`src/design/ffpa_pkg.sv`:
```
// Package for the first-fit pool allocator.
// Holds operation and status codes, widths and the scan packet type.
// No dependencies.
`default_nettype none
package ffpa_pkg;

   // Default sizes of the pool and of the block table.
   localparam int unsigned POOL_BYTES_DEF    = 65536;
   localparam int unsigned TABLE_ENTRIES_DEF = 64;

   // Widths of the port fields.
   localparam int unsigned KIND_W   = 3;
   localparam int unsigned REQ_W    = 17;
   localparam int unsigned HANDLE_W = 17;
   localparam int unsigned OFS_W    = 16;
   localparam int unsigned DATA_W   = 32;
   localparam int unsigned STATUS_W = 3;

   // Internal width of bases and sizes; covers pools up to 1 MiB plus a rounded request.
   localparam int unsigned ADDR_W = 21;

   // Operation codes.
   localparam logic [KIND_W-1:0] KIND_ALLOC = 3'd0;
   localparam logic [KIND_W-1:0] KIND_FREE  = 3'd1;
   localparam logic [KIND_W-1:0] KIND_QUERY = 3'd2;
   localparam logic [KIND_W-1:0] KIND_WRITE = 3'd3;
   localparam logic [KIND_W-1:0] KIND_READ  = 3'd4;

   // Status codes.
   localparam logic [STATUS_W-1:0] ST_OK         = 3'd0;
   localparam logic [STATUS_W-1:0] ST_POOL_FULL  = 3'd1;
   localparam logic [STATUS_W-1:0] ST_BAD_HANDLE = 3'd2;
   localparam logic [STATUS_W-1:0] ST_OOB        = 3'd3;
   localparam logic [STATUS_W-1:0] ST_TABLE_FULL = 3'd4;

   // Packet that travels down the chain of table cells.
   typedef struct packed {
      logic [KIND_W-1:0] kind;
      logic [ADDR_W-1:0] size;      // rounded allocation size
      logic [ADDR_W-1:0] handle;    // base address being looked for
      logic [ADDR_W-1:0] bump;      // append address for a new entry
      logic              fits;      // pool has room for an appended entry
      logic              hit;       // an existing entry has taken the operation
      logic              appended;  // a new entry has been written
      logic [ADDR_W-1:0] hit_base;
      logic [ADDR_W-1:0] hit_size;
   } pkt_type;

endpackage
`default_nettype wire

```
`src/design/ffpa_cell.sv`:
```
// One entry of the block table, held in a cell of the scan chain.
// Depends on ffpa_pkg.
`default_nettype none
module ffpa_cell (
   input  wire logic             clock,
   input  wire logic             reset,
   input  wire logic             pkt_vld_in,
   input  wire ffpa_pkg::pkt_type pkt_in,
   output logic                  pkt_vld_out,
   output ffpa_pkg::pkt_type     pkt_out
);

   logic                           valid_ff, valid_in;
   logic                           used_ff, used_in;
   logic [ffpa_pkg::ADDR_W-1:0]    base_ff, base_in;
   logic [ffpa_pkg::ADDR_W-1:0]    size_ff, size_in;
   logic                           pkt_vld_ff;
   ffpa_pkg::pkt_type              pkt_ff, pkt_nx_in;
   logic                           base_match;

   assign base_match = valid_ff && (base_ff == pkt_in.handle);

   // The first cell that can serve the operation marks the packet as taken.
   always_comb begin
      valid_in  = valid_ff;
      used_in   = used_ff;
      base_in   = base_ff;
      size_in   = size_ff;
      pkt_nx_in = pkt_in;
      if (pkt_vld_in && !pkt_in.hit && !pkt_in.appended) begin
         case (pkt_in.kind)
            ffpa_pkg::KIND_ALLOC: begin
               if (valid_ff && !used_ff && (size_ff >= pkt_in.size)) begin
                  used_in            = 1'b1;
                  pkt_nx_in.hit      = 1'b1;
                  pkt_nx_in.hit_base = base_ff;
                  pkt_nx_in.hit_size = size_ff;
               end else if (!valid_ff && pkt_in.fits) begin
                  // First empty cell: append a new entry at the bump offset.
                  valid_in           = 1'b1;
                  used_in            = 1'b1;
                  base_in            = pkt_in.bump;
                  size_in            = pkt_in.size;
                  pkt_nx_in.appended = 1'b1;
                  pkt_nx_in.hit_base = pkt_in.bump;
                  pkt_nx_in.hit_size = pkt_in.size;
               end
            end
            ffpa_pkg::KIND_FREE: begin
               if (base_match) begin
                  used_in       = 1'b0;
                  pkt_nx_in.hit = 1'b1;
               end
            end
            ffpa_pkg::KIND_QUERY, ffpa_pkg::KIND_WRITE, ffpa_pkg::KIND_READ: begin
               if (base_match && used_ff) begin
                  pkt_nx_in.hit      = 1'b1;
                  pkt_nx_in.hit_base = base_ff;
                  pkt_nx_in.hit_size = size_ff;
               end
            end
            default: begin
               pkt_nx_in = pkt_in;
            end
         endcase
      end
   end

   // Entry state and the packet stage towards the next cell.
   always_ff @(posedge clock) begin
      if (reset) begin
         valid_ff   <= 1'b0;
         used_ff    <= 1'b0;
         pkt_vld_ff <= 1'b0;
      end else begin
         valid_ff   <= valid_in;
         used_ff    <= used_in;
         pkt_vld_ff <= pkt_vld_in;
      end
      base_ff <= base_in;
      size_ff <= size_in;
      pkt_ff  <= pkt_nx_in;
   end

   assign pkt_vld_out = pkt_vld_ff;
   assign pkt_out     = pkt_ff;

endmodule
`default_nettype wire

```
`config.mk`:
```
export PLATFORM = sky130hd
export DESIGN_NAME = ffpa_cell
export DESIGN_NICKNAME = d
export VERILOG_FILES = /design/src/design/ffpa_pkg.sv /design/src/design/ffpa_cell.sv
export SDC_FILE = /design/constraint.sdc
export NUM_CORES = 1
export LEC_CHECK = 0
export BUFFER_PORTS_ARGS = -buffer_cell sky130_fd_sc_hd__buf_2
export CAP_MARGIN = 10
export CORE_ASPECT_RATIO = 1.75
export CORE_MARGIN = 2
export CORE_UTILIZATION = 51
export DETAILED_ROUTE_END_ITERATION = 6
export PLACE_DENSITY = 0.94
export SETUP_SLACK_MARGIN = 0.5
export SYNTH_ARGS = -nofsm -noshare
export SYNTH_HDL_FRONTEND = slang
export SYNTH_SLANG_ARGS = --single-unit
export TNS_END_PERCENT = 20
```
`constraint.sdc`:
```
create_clock -name clock -period 7.4 [get_ports clock]
set_clock_uncertainty 0.05 [all_clocks]
set_input_delay 0 -clock clock [delete_from_list [all_inputs] [get_ports clock]]
set_output_delay 0 -clock clock [all_outputs]
set_load 0.01 [all_outputs]
```
==> results_dict.tcl, run 1 <==
set metrics [dict create \
    status "completed" \
    die_h_um 139.7 \
    nets 880 \
    worstPathCellList "ha_1 -> a21oi_1 -> o21ai_1 -> a211oi_2 -> nor3_1 -> o311a_4 -> o31ai_4 -> buf_4 -> a221o_1" \
    min_period_over_period 0.4523 \
    cts_buffers 17 \
    clk_latency_ns 0.41 \
    fin_setup_tns_ns 0 \
    power.leakage_nw 3.806 \
    ys_seq_area_frac 0.6600 \
    drv_cap 0 \
    vdd_ir_drop_max_mv 0.2600 \
    layout-drive-gt1-share 0.3628 \
    cp.required_ns 7.69 \
    synth_top_area_share 0.4251 \
    async_flop_share 0 \
    crit_type "reg2reg" \
    tightest_slew_ns 1.161 \
    layout_common_cells "buf_2 (225), dlygate4sd3_1 (114), dfxtp_1 (114), a221o_1 (42), edfxtp_1 (42)" \
    avgRoutedWirePerCell_um 20.23 \
    cts.sinks 156 \
    track_usage 0.3173 \
    final_area_um2 8366 \
    route.vias.total 4873 \
    relSlewSlack 0.2263 \
    clock_path_buffers 2 \
    cp.arrival_ns 3.64 \
    syn_area_per_cell_um2 13.36 \
    min_period_ns 3.347 \
    netlist.top_cell.by_area "dfxtp_1" \
    cts-root-buf "clkbuf_16" \
    rows 49 \
    final_common_cell "buf_2" \
    hp-class "in2reg" \
    p_per_area_nw_per_um2 243.8 \
    die_x_um 81.56 \
    grt_pass1_wl_mm 26.63 \
    portBuffers 225 \
    grt_pass1_vias 5293 \
    end_kind "register" \
    place_area_um2 6593 \
    htreeDepth 4 \
    start_util 0.5244 \
    synth-edff-count 42 \
    synth.net_count 537 \
    ant_nets 0 \
    mappedNetlistArea_um2 5369 \
    hpwl_mm 10.62 \
    start_kind "register" \
    remaining_drc_errors 0 \
    antenna_found_initial 1 \
    ios 226 \
    cts_tree "done" \
    grt_max_degree 43 \
    syn_to_final_growth_pct 55.81 \
    viasPerCell 5.500 \
    die_area_um2 11400 \
    r2r_slack_ns 4.05 \
    cts_resized 0 \
    critPathSlowestCell "o31ai_4" \
    ys_seq_elements 156 \
    first_pass_iters 4 \
    synthCells 402 \
    ys_warn_count 0 \
    synth_ff_type "dfxtp_1" \
    hold_viol 0 \
    setup_viol 0 \
    routed_wl_mm 17.92 \
    rsz0062_at_grt "false" \
    ys_types 44 \
    grt-ovfl-total 0 \
    cp_slowest_stage_delay_ns 0.66 \
    gp_congestion 0.8301 \
    cts.clk_slew.worst_paths_ns 0.07 \
    cp_max_fo 27 \
    slew_viol_final 0 \
    synth.area.top_cells "dfxtp_1 (43%), edfxtp_1 (23%), a221o_1 (7.8%), ha_1 (4.9%), xor2_1 (2.6%)" \
    drt_iter0_markers 283 \
    timing.fmax_ghz 0.2987 \
    whs_ns 0.1985 \
    core_area_um2 10240 \
]
-- critical path: cells and delay by family (launching register included) --
| family | cells | cell delay, ns |
|---|---|---|
| AND/OR/NAND/NOR | 1 | 0.11 |
| buffers and inverters | 1 | 0.47 |
| adder cells (fa/ha/maj) | 1 | 0.33 |
| AO/OA/AOI/OAI | 6 | 1.90 |
| flip-flops | 1 | 0.41 |
-- layout make-up --
type / count / area [um2]
multi-input cells: 206 / 1663
flip-flops and latches: 156 / 3543
inverters: 23 / 86.33
diodes: 1 / 2.502
repair buffers: 341 / 2282
well taps: 127 / 158.9
clock inverters: 14 / 190.2
clock buffers: 18 / 439.2
fillers: 506 / 1873
-- stage by stage --
step	util	instances	power, mW	worst slack, ns
finish	0.8171	886	2.039	4.053
global placement	0.6439	739	1.080	4.364
global route	0.8171	886	2.095	3.970
detailed placement	0.6439	739	1.087	4.165
floorplan	-	402	0.9999	4.518
CTS	0.8168	885	2.037	4.131
-- sequential cells by signal (all words and copies together) (netlist names) --
signal / cells
pkt_out: 111
base_ff: 21
size_ff: 21
pkt_vld_out: 1
used_ff: 1
valid_ff: 1
-- synth_stat cells, drive strengths merged (2+ instances only) --
| library cell | number |
|---|---|
| nand2 | 12 |
| inv | 23 |
| clkbuf | 9 |
| ha | 21 |
| nor4b | 2 |
| nor2 | 12 |
| xnor2 | 5 |
| nand2b | 2 |
| and3 | 22 |
| a21oi | 10 |
| nor3 | 23 |
| o21ai | 7 |
| a221o | 42 |
| buf | 8 |
| edfxtp | 42 |
| nor4 | 5 |
| xor2 | 16 |
| nor2b | 3 |
| nand4 | 6 |
| o311a | 2 |
| dfxtp | 114 |
| o31ai | 2 |
-- cell families (layout without fill, tap and decap cells) --
logic type / Yosys count / in the layout / synth area share
fa+ha+maj: 21 / 21 / 0.04894
mux: 1 / 1 / 0.002097
simple gates: 95 / 95 / 0.1025
buf+inv: 40 / 396 / 0.03449
xor+xnor: 21 / 21 / 0.03426
compound gates: 68 / 68 / 0.1177
other cells: 0 / 1 / 0
flops: 156 / 156 / 0.6600
-- layer usage --
layer | routed length [um] | share of wire | GRT usage | vias to the layer above
li1 | - | - | - | 2186
met2 | 10140 | 0.57 | 0.5992 | 300
met4 | 849 | 0.047 | 0.1650 | 0
met3 | 1295 | 0.072 | 0.07782 | 66
met5 | 0 | 0 | 0 | -
met1 | 5636 | 0.31 | 0.2974 | 2321
-- repair_timing --
item                       in CTS  in global routing
hold endpoints to repair      156                  0
setup endpoints to repair       0                  0
hold buffers                  114                  0
buffers inserted                0                  0
-- path summary, 6_finish.rpt --
| kind | to | startpoint | depth (start not counted) |
|---|---|---|---|
| worst max register to register | pkt_out[13] | size_ff[6] | 9 |
| worst min register to register | pkt_out[10] | size_ff[10] | 1 |
| worst max-delay path | pkt_out[13] | size_ff[6] | 9 |
| worst min-delay path | pkt_out[85] | pkt_in[85] | 2 |
-- report_power, final --
part / switching [mW] / internal, mW / leakage [nW] / total, mW
Clock: 0.340 / 0.574 / 0.298 / 0.914
Combinational: 0.0956 / 0.108 / 2.17 / 0.203
Sequential: 0.0106 / 0.911 / 1.34 / 0.922
Total: 0.446 / 1.59 / 3.81 / 2.04
No activity file was read; power rests on OpenSTA's default activity.
==> inputs of run 2 (changes only) <==
--- a/config.mk
+++ b/config.mk
@@ -9,9 +9,9 @@
 export CAP_MARGIN = 10
 export CORE_ASPECT_RATIO = 1.75
 export CORE_MARGIN = 2
-export CORE_UTILIZATION = 51
+export CORE_UTILIZATION = 47
 export DETAILED_ROUTE_END_ITERATION = 6
-export PLACE_DENSITY = 0.94
+export PLACE_DENSITY = 0.89
 export SETUP_SLACK_MARGIN = 0.5
 export SYNTH_ARGS = -nofsm -noshare
 export SYNTH_HDL_FRONTEND = slang
==> constraint.sdc (replaced) <==
create_clock -name clock -period 3.4 [get_ports clock]
set_clock_uncertainty 0.05 [all_clocks]
set_input_delay 0 -clock clock [delete_from_list [all_inputs] [get_ports clock]]
set_output_delay 0 -clock clock [all_outputs]
set_load 0.01 [all_outputs]
==> run 2 against run 1 <==
Net effect: combinational power up 120%; clock power increased by 95%; cell count up 1.1%; die area increased by 8.2%; sequential share of layout area hardly changed; highest routed layer unchanged.
==> results_dict.tcl, run 2 (same netlist as run 1, synthesis figures left out) <==
set metrics [dict create \
    status "completed" \
    layout_common_cells "buf_2 (225), dfxtp_1 (114), dlygate4sd3_1 (113), a221o_1 (42), edfxtp_1 (42)" \
    p_total_mw 4.230 \
    grt_max_degree 26 \
    drv_cap 0 \
    cts.clk_slew.worst_paths_ns 0.06 \
    p_seq_frac 0.474 \
    cts_tree "done" \
    remaining_drc_errors 0 \
    cp.required_ns 3.69 \
    final_area_um2 8373 \
    cp_slowest_stage_delay_ns 0.59 \
    die_x_um 84.80 \
    min_to "pkt_out[63]" \
    pwr-share-clk 0.422 \
    min_period_ns 2.782 \
    grt-ovfl-total 0 \
    syn_to_final_growth_pct 55.95 \
    viasPerCell 5.383 \
    min_period_over_period 0.8182 \
    grt_pass1_wl_mm 26.48 \
    power.leakage_nw 3.806 \
    drt_iter0_markers 192 \
    slew_viol_final 0 \
    die_h_um 145.4 \
    routed_wl_mm 17.39 \
    cts-root-buf "clkbuf_16" \
    worstPathCellList "ha_1 -> a21oi_1 -> o21ai_1 -> a211oi_2 -> nor3_1 -> o311a_4 -> o31ai_4 -> a221o_1" \
    htreeDepth 4 \
    largest_reg_flops 111 \
    reg2regPathDepth 8 \
    timing.fmax_ghz 0.3595 \
    p_int_mw 3.287 \
    hpwl_mm 10.88 \
    post-route-util 0.7541 \
    critPathSlowestCell "o31ai_4" \
    hp-start "pkt_in[63]" \
    p_per_area_nw_per_um2 505.2 \
    clock_path_buffers 2 \
    cp-startpoint "size_ff[6]" \
    crit_type "reg2reg" \
    start_util 0.4835 \
    hold_viol 0 \
    ios 226 \
    ant_nets 0 \
    worstReg2RegEnd "pkt_out[21]" \
    power_switching_mw 0.9436 \
    fin_setup_tns_ns 0 \
    cts.sinks 156 \
    route.vias.total 4823 \
    tightest_slew_ns 0.6358 \
    whs_path_depth 2 \
    setup_viol 0 \
    r2r-start "size_ff[6]" \
    swShare 0.2230 \
    portBuffers 225 \
    place_area_um2 6649 \
    r2r_slack_ns 0.62 \
    relSlewSlack 0.5751 \
    vdd_ir_drop_max_mv 0.4352 \
    cp.arrival_ns 3.07 \
    antenna_found_initial 0 \
    grt_pass1_vias 5221 \
    cp_max_fo 11 \
    avgRoutedWirePerCell_um 19.41 \
    layout-drive-gt1-share 0.3678 \
    start_kind "register" \
    final_common_cell "buf_2" \
    first_pass_iters 4 \
    rsz0062_at_grt "false" \
    clk_latency_ns 0.41 \
    track_usage 0.2792 \
    gp_congestion 0.7972 \
    num-fill-cells 679 \
    p_comb_frac 0.104 \
    rows 51 \
    core_area_um2 11100 \
    cts_buffers 17 \
    hp-class "in2reg" \
    nets 886 \
    end_kind "register" \
    num_antenna_cells 0 \
    die_area_um2 12330 \
]
## run 2: cell types whose count changed in the layout (fill, tap and decap cells not counted), moves of 2 or more
cell / delta
buf_4: +5
bufinv_16: -3
clkbuf_1: +3
clkinv_1: -2
clkinv_2: +2
inv_4: +2
inv_6: -3
## run 2: layout make-up
class                           instances  area (um2)  share of cell area
Sequential cell                       156        3543              0.4232
Timing Repair Buffer                  346        2330              0.2782
Multi-Input combinational cell        207        1684              0.2011
Clock buffer                           22       475.5             0.05678
Tap cell                              132       165.2             0.01972
Clock inverter                         10       88.84             0.01061
Inverter                               23       86.33             0.01031
## run 2: timing repair
| action | CTS | global route |
|---|---|---|
| setup endpoints to repair | 42 | 11 |
| endpoints found under the hold margin | 156 | 0 |
| resized for setup | 0 | 1 |
| gates cloned | 1 | 0 |
| setup buffers | 1 | 0 |
| hold buffers | 113 | 0 |
| pin swaps | 1 | 0 |
## run 2: worst max path at each step
stage | to | slack (ns) | cells after the start
6_report | pkt_out[21] | 0.62 | 8
5_1_grt | pkt_out[21] | 0.53 | 8
4_1_cts | pkt_out[9] | 0.51 | 8
3_5_place_dp | pkt_out[41] | 0.10 | 9
3_3_place_gp | pkt_out[40] | 0.25 | 9
2_1_floorplan | base_ff[0] | 0.52 | 4
## run 2: critical path: cells and delay by family (launching register included)
kind	cells	cell delay (ns)
adder cells (fa/ha/maj)	1	0.32
AND/OR/NAND/NOR	1	0.10
AO/OA/AOI/OAI	6	1.83
flip-flops	1	0.42
## run 2: stage by stage
step                      hold slack [ns]  setup slack [ns]  instances
after CTS                          0.1883            0.5098        896
after detailed placement          0.07677            0.1038        749
after global routing               0.1870            0.5336        896
after global placement            0.07395            0.2515        749
after floorplan                  -0.02228            0.5183        402
final                              0.2024            0.6182        896
## run 2: power groups by stage
stage / Clock, mW / Combinational (mW) / Sequential [mW]
floorplan: 0 / 0.0927 / 2.08
global placement: 0 / 0.315 / 2.04
detailed placement: 0 / 0.327 / 2.04
CTS: 1.79 / 0.430 / 2.00
global route: 1.87 / 0.469 / 2.01
finish: 1.78 / 0.442 / 2.01
## run 2: metal layers
metal | global-route usage | part of all wire
met5 | 0 | 0
met4 | 0.1111 | 0.028
met3 | 0.05956 | 0.052
met2 | 0.5598 | 0.59
met1 | 0.2618 | 0.33
==> inputs of run 3 (changes only) <==
--- a/config.mk
+++ b/config.mk
@@ -5,13 +5,14 @@
 export SDC_FILE = /design/constraint.sdc
 export NUM_CORES = 1
 export LEC_CHECK = 0
+export ABC_AREA = 1
 export BUFFER_PORTS_ARGS = -buffer_cell sky130_fd_sc_hd__buf_2
 export CAP_MARGIN = 10
 export CORE_ASPECT_RATIO = 1.75
 export CORE_MARGIN = 2
 export CORE_UTILIZATION = 47
 export DETAILED_ROUTE_END_ITERATION = 6
-export PLACE_DENSITY = 0.89
+export PLACE_DENSITY = 0.87
 export SETUP_SLACK_MARGIN = 0.5
 export SYNTH_ARGS = -nofsm -noshare
 export SYNTH_HDL_FRONTEND = slang
==> constraint.sdc (replaced) <==
create_clock -name clock -period 2.5 [get_ports clock]
set_clock_uncertainty 0.05 [all_clocks]
set_input_delay 0 -clock clock [delete_from_list [all_inputs] [get_ports clock]]
set_output_delay 0 -clock clock [all_outputs]
set_load 0.01 [all_outputs]
==> run 3 against run 2 <==
Net effect: the run now ends with DRC left; wire length up 66%; sequential cell count did not move; first-iteration DRC count grew to 5.0 times the previous value; clock power grew 42%; worst setup slack worse by 0.46 ns; synthesized cell count rose to 2.6 times the previous value; combinational power up 130%; cell count grew 78%; sequential share of layout area fell by 10 points; largest cell class is now multi-input gates.
==> results_dict.tcl, run 3 <==
set metrics [dict create \
    route.vias.total 9028 \
    layout_common_cells "nand2_1 (230), buf_2 (225), nor2_1 (184), inv_1 (118), dlygate4sd3_1 (114)" \
    viasPerCell 5.674 \
    fin_setup_tns_ns 0 \
    remaining_drc_errors 5 \
    grt_pass1_vias 9146 \
    synth-edff-count 42 \
    die_x_um 100.6 \
    syn_area_per_cell_um2 7.214 \
    rows 61 \
    async_flop_share 0 \
    drt_iter0_markers 969 \
    die_area_um2 17410 \
    ys_warn_count 0 \
    first_pass_iters 7 \
    violations "DRC" \
    nets 1523 \
    synth.net_count 1199 \
    antenna_found_initial 1 \
    syn_to_final_growth_pct 44.68 \
    drv_cap 0 \
    cts.clk_slew.worst_paths_ns 0.07 \
    yosysMostFrequentCell "nand2_1" \
    cp.required_ns 2.79 \
    synth.area.top_cells "dfxtp_1 (30%), edfxtp_1 (16%), nand2_1 (12%), nor2_1 (9.7%), inv_1 (5.9%)" \
    start_kind "register" \
    die_h_um 173.1 \
    routed_wl_mm 28.89 \
    vdd_ir_drop_max_mv 0.4550 \
    rsz0062_at_grt "true" \
    grt_max_degree 51 \
    netlist.top_cell.by_area "dfxtp_1" \
    hold_viol 0 \
    slew_viol_final 0 \
    tightest_slew_ns 1.196 \
    hp-class "in2reg" \
    clk_latency_ns 0.44 \
    post-route-util 0.6962 \
    status "complete, but fails checks" \
    relSlewSlack 0.2006 \
    ys_seq_elements 156 \
    end_kind "register" \
    synth_common_cells "nand2_1 (241), nor2_1 (199), inv_1 (120)" \
    ys_seq_area_frac 0.4616 \
    synthCells 1064 \
    final_common_cell "nand2_1" \
    synth_ff_type "dfxtp_1" \
    p_total_mw 6.273 \
    cts-root-buf "clkbuf_16" \
    num-fill-cells 1113 \
    grt-ovfl-total 0 \
    gp_congestion 0.8441 \
    core_area_um2 15950 \
    cts.sinks 156 \
    cts_tree "done" \
    ys_types 26 \
    min_period_over_period 0.9365 \
    synth_top_area_share 0.2973 \
    hpwl_mm 15.05 \
    layoutNonFillerInstCount 1591 \
    largest_reg_flops 111 \
    start_util 0.4812 \
    mappedNetlistArea_um2 7676 \
    setup_slack_ns 0.1588 \
    avgRoutedWirePerCell_um 18.16 \
    timing.fmax_ghz 0.4271 \
    layout-drive-gt1-share 0.2484 \
    track_usage 0.3145 \
    crit_type "reg2reg" \
    min_period_ns 2.341 \
    cts_buffers 17 \
    pre_cts_ws_ns 0.2217 \
    cp.arrival_ns 2.63 \
    ios 226 \
    cp_max_fo 14 \
    p_per_area_nw_per_um2 564.8 \
    dp.cells 1434 \
    ant_nets 0 \
    grt_pass1_wl_mm 43.03 \
    portBuffers 225 \
    power.leakage_nw 5.195 \
    setup_viol 0 \
    htreeDepth 4 \
    clock_path_buffers 2 \
]
[run 3: cell count changes after synthesis, moves of 37 or more]
cell / change
nand4_1: +38
inv_1: +97
nand2_1: +230
o21ai_0: +37
nand3_1: +88
a21oi_1: +43
nor2_1: +187
a221o_1: -42
[run 3: cells by family after synthesis]
logic type               count (synthesis)  share of synthesized area
buffers and inverters                  192                     0.1051
adder cells (fa/ha/maj)                 21                    0.03423
AO/OA/AOI/OAI                          104                    0.06878
XOR/XNOR                                10                    0.01141
AND/OR/NAND/NOR                        581                     0.3188
flip-flops                             156                     0.4616
[run 3: metrics by stage]
step           instance area [um2]  hold WS, ns
2_1_floorplan                 7680     -0.02228
5_1_grt                      11110       0.1204
4_1_cts                      10810      -0.3185
6_report                     11110      0.08294
3_5_place_dp                  8939      0.07311
3_3_place_gp                  8939      0.07482
[run 3: per-layer routing]
metal | up-vias | global-route usage | share of wire | wire length [um]
met3 | 236 | 0.06508 | 0.081 | 2343
met4 | 0 | 0.2460 | 0.080 | 2297
li1 | 4040 | - | - | -
met5 | - | 0 | 0 | 0
met2 | 694 | 0.5539 | 0.51 | 14770
met1 | 4058 | 0.3098 | 0.33 | 9476
[run 3: power by group]
part	switching [mW]	internal, mW	leakage, nW
combinational	0.558	0.454	3.59
sequential	0.0319	2.70	1.34
clock	1.14	1.39	0.264
total	1.73	4.55	5.19
[run 3: critical path: stages (launching register included)]
cell and delay, ns:
edfxtp_1 0.48, ha_4 0.30, nand2_4 0.09, inv_2 0.04, nand2_1 0.05, nand2_1 0.06, a21oi_2 0.18, nand4_4 0.21
buf_6 0.19, clkbuf_16 0.17, a21oi_1 0.20, nor2_1 0.08, nor2_1 0.10, nor2_1 0.04
[run 3: final cells by class]
cell class | count | area [um2] | share of cell area
inverter | 132 | 499.2 | 0.04495
antenna | 1 | 2.502 | 0.0002253
clock inverter | 11 | 81.33 | 0.007323
tap | 189 | 236.5 | 0.02129
timing repair buffer | 365 | 2655 | 0.2391
clock buffer | 21 | 481.7 | 0.04338
sequential | 156 | 3545 | 0.3192
multi-input combinational | 716 | 3605 | 0.3246
[run 3: worst paths after layout]
kind,startpoint,end,slack (ns),cells after the start
max,size_ff[20],pkt_out[32],0.16,13
min,pkt_in[110],pkt_out[0],0.08,6
max reg2reg,size_ff[20],pkt_out[32],0.16,13
min reg2reg,valid_ff,valid_ff,0.49,2
[run 3: what timing repair did]
item / in CTS / in global routing
gates resized for setup: 13 / 48
endpoints found under the hold margin: 156 / 2
hold buffers: 113 / 1
pin swaps: 3 / 32
setup buffers: 2 / 3
endpoints found under the setup margin: 44 / 87
gates cloned: 3 / 2
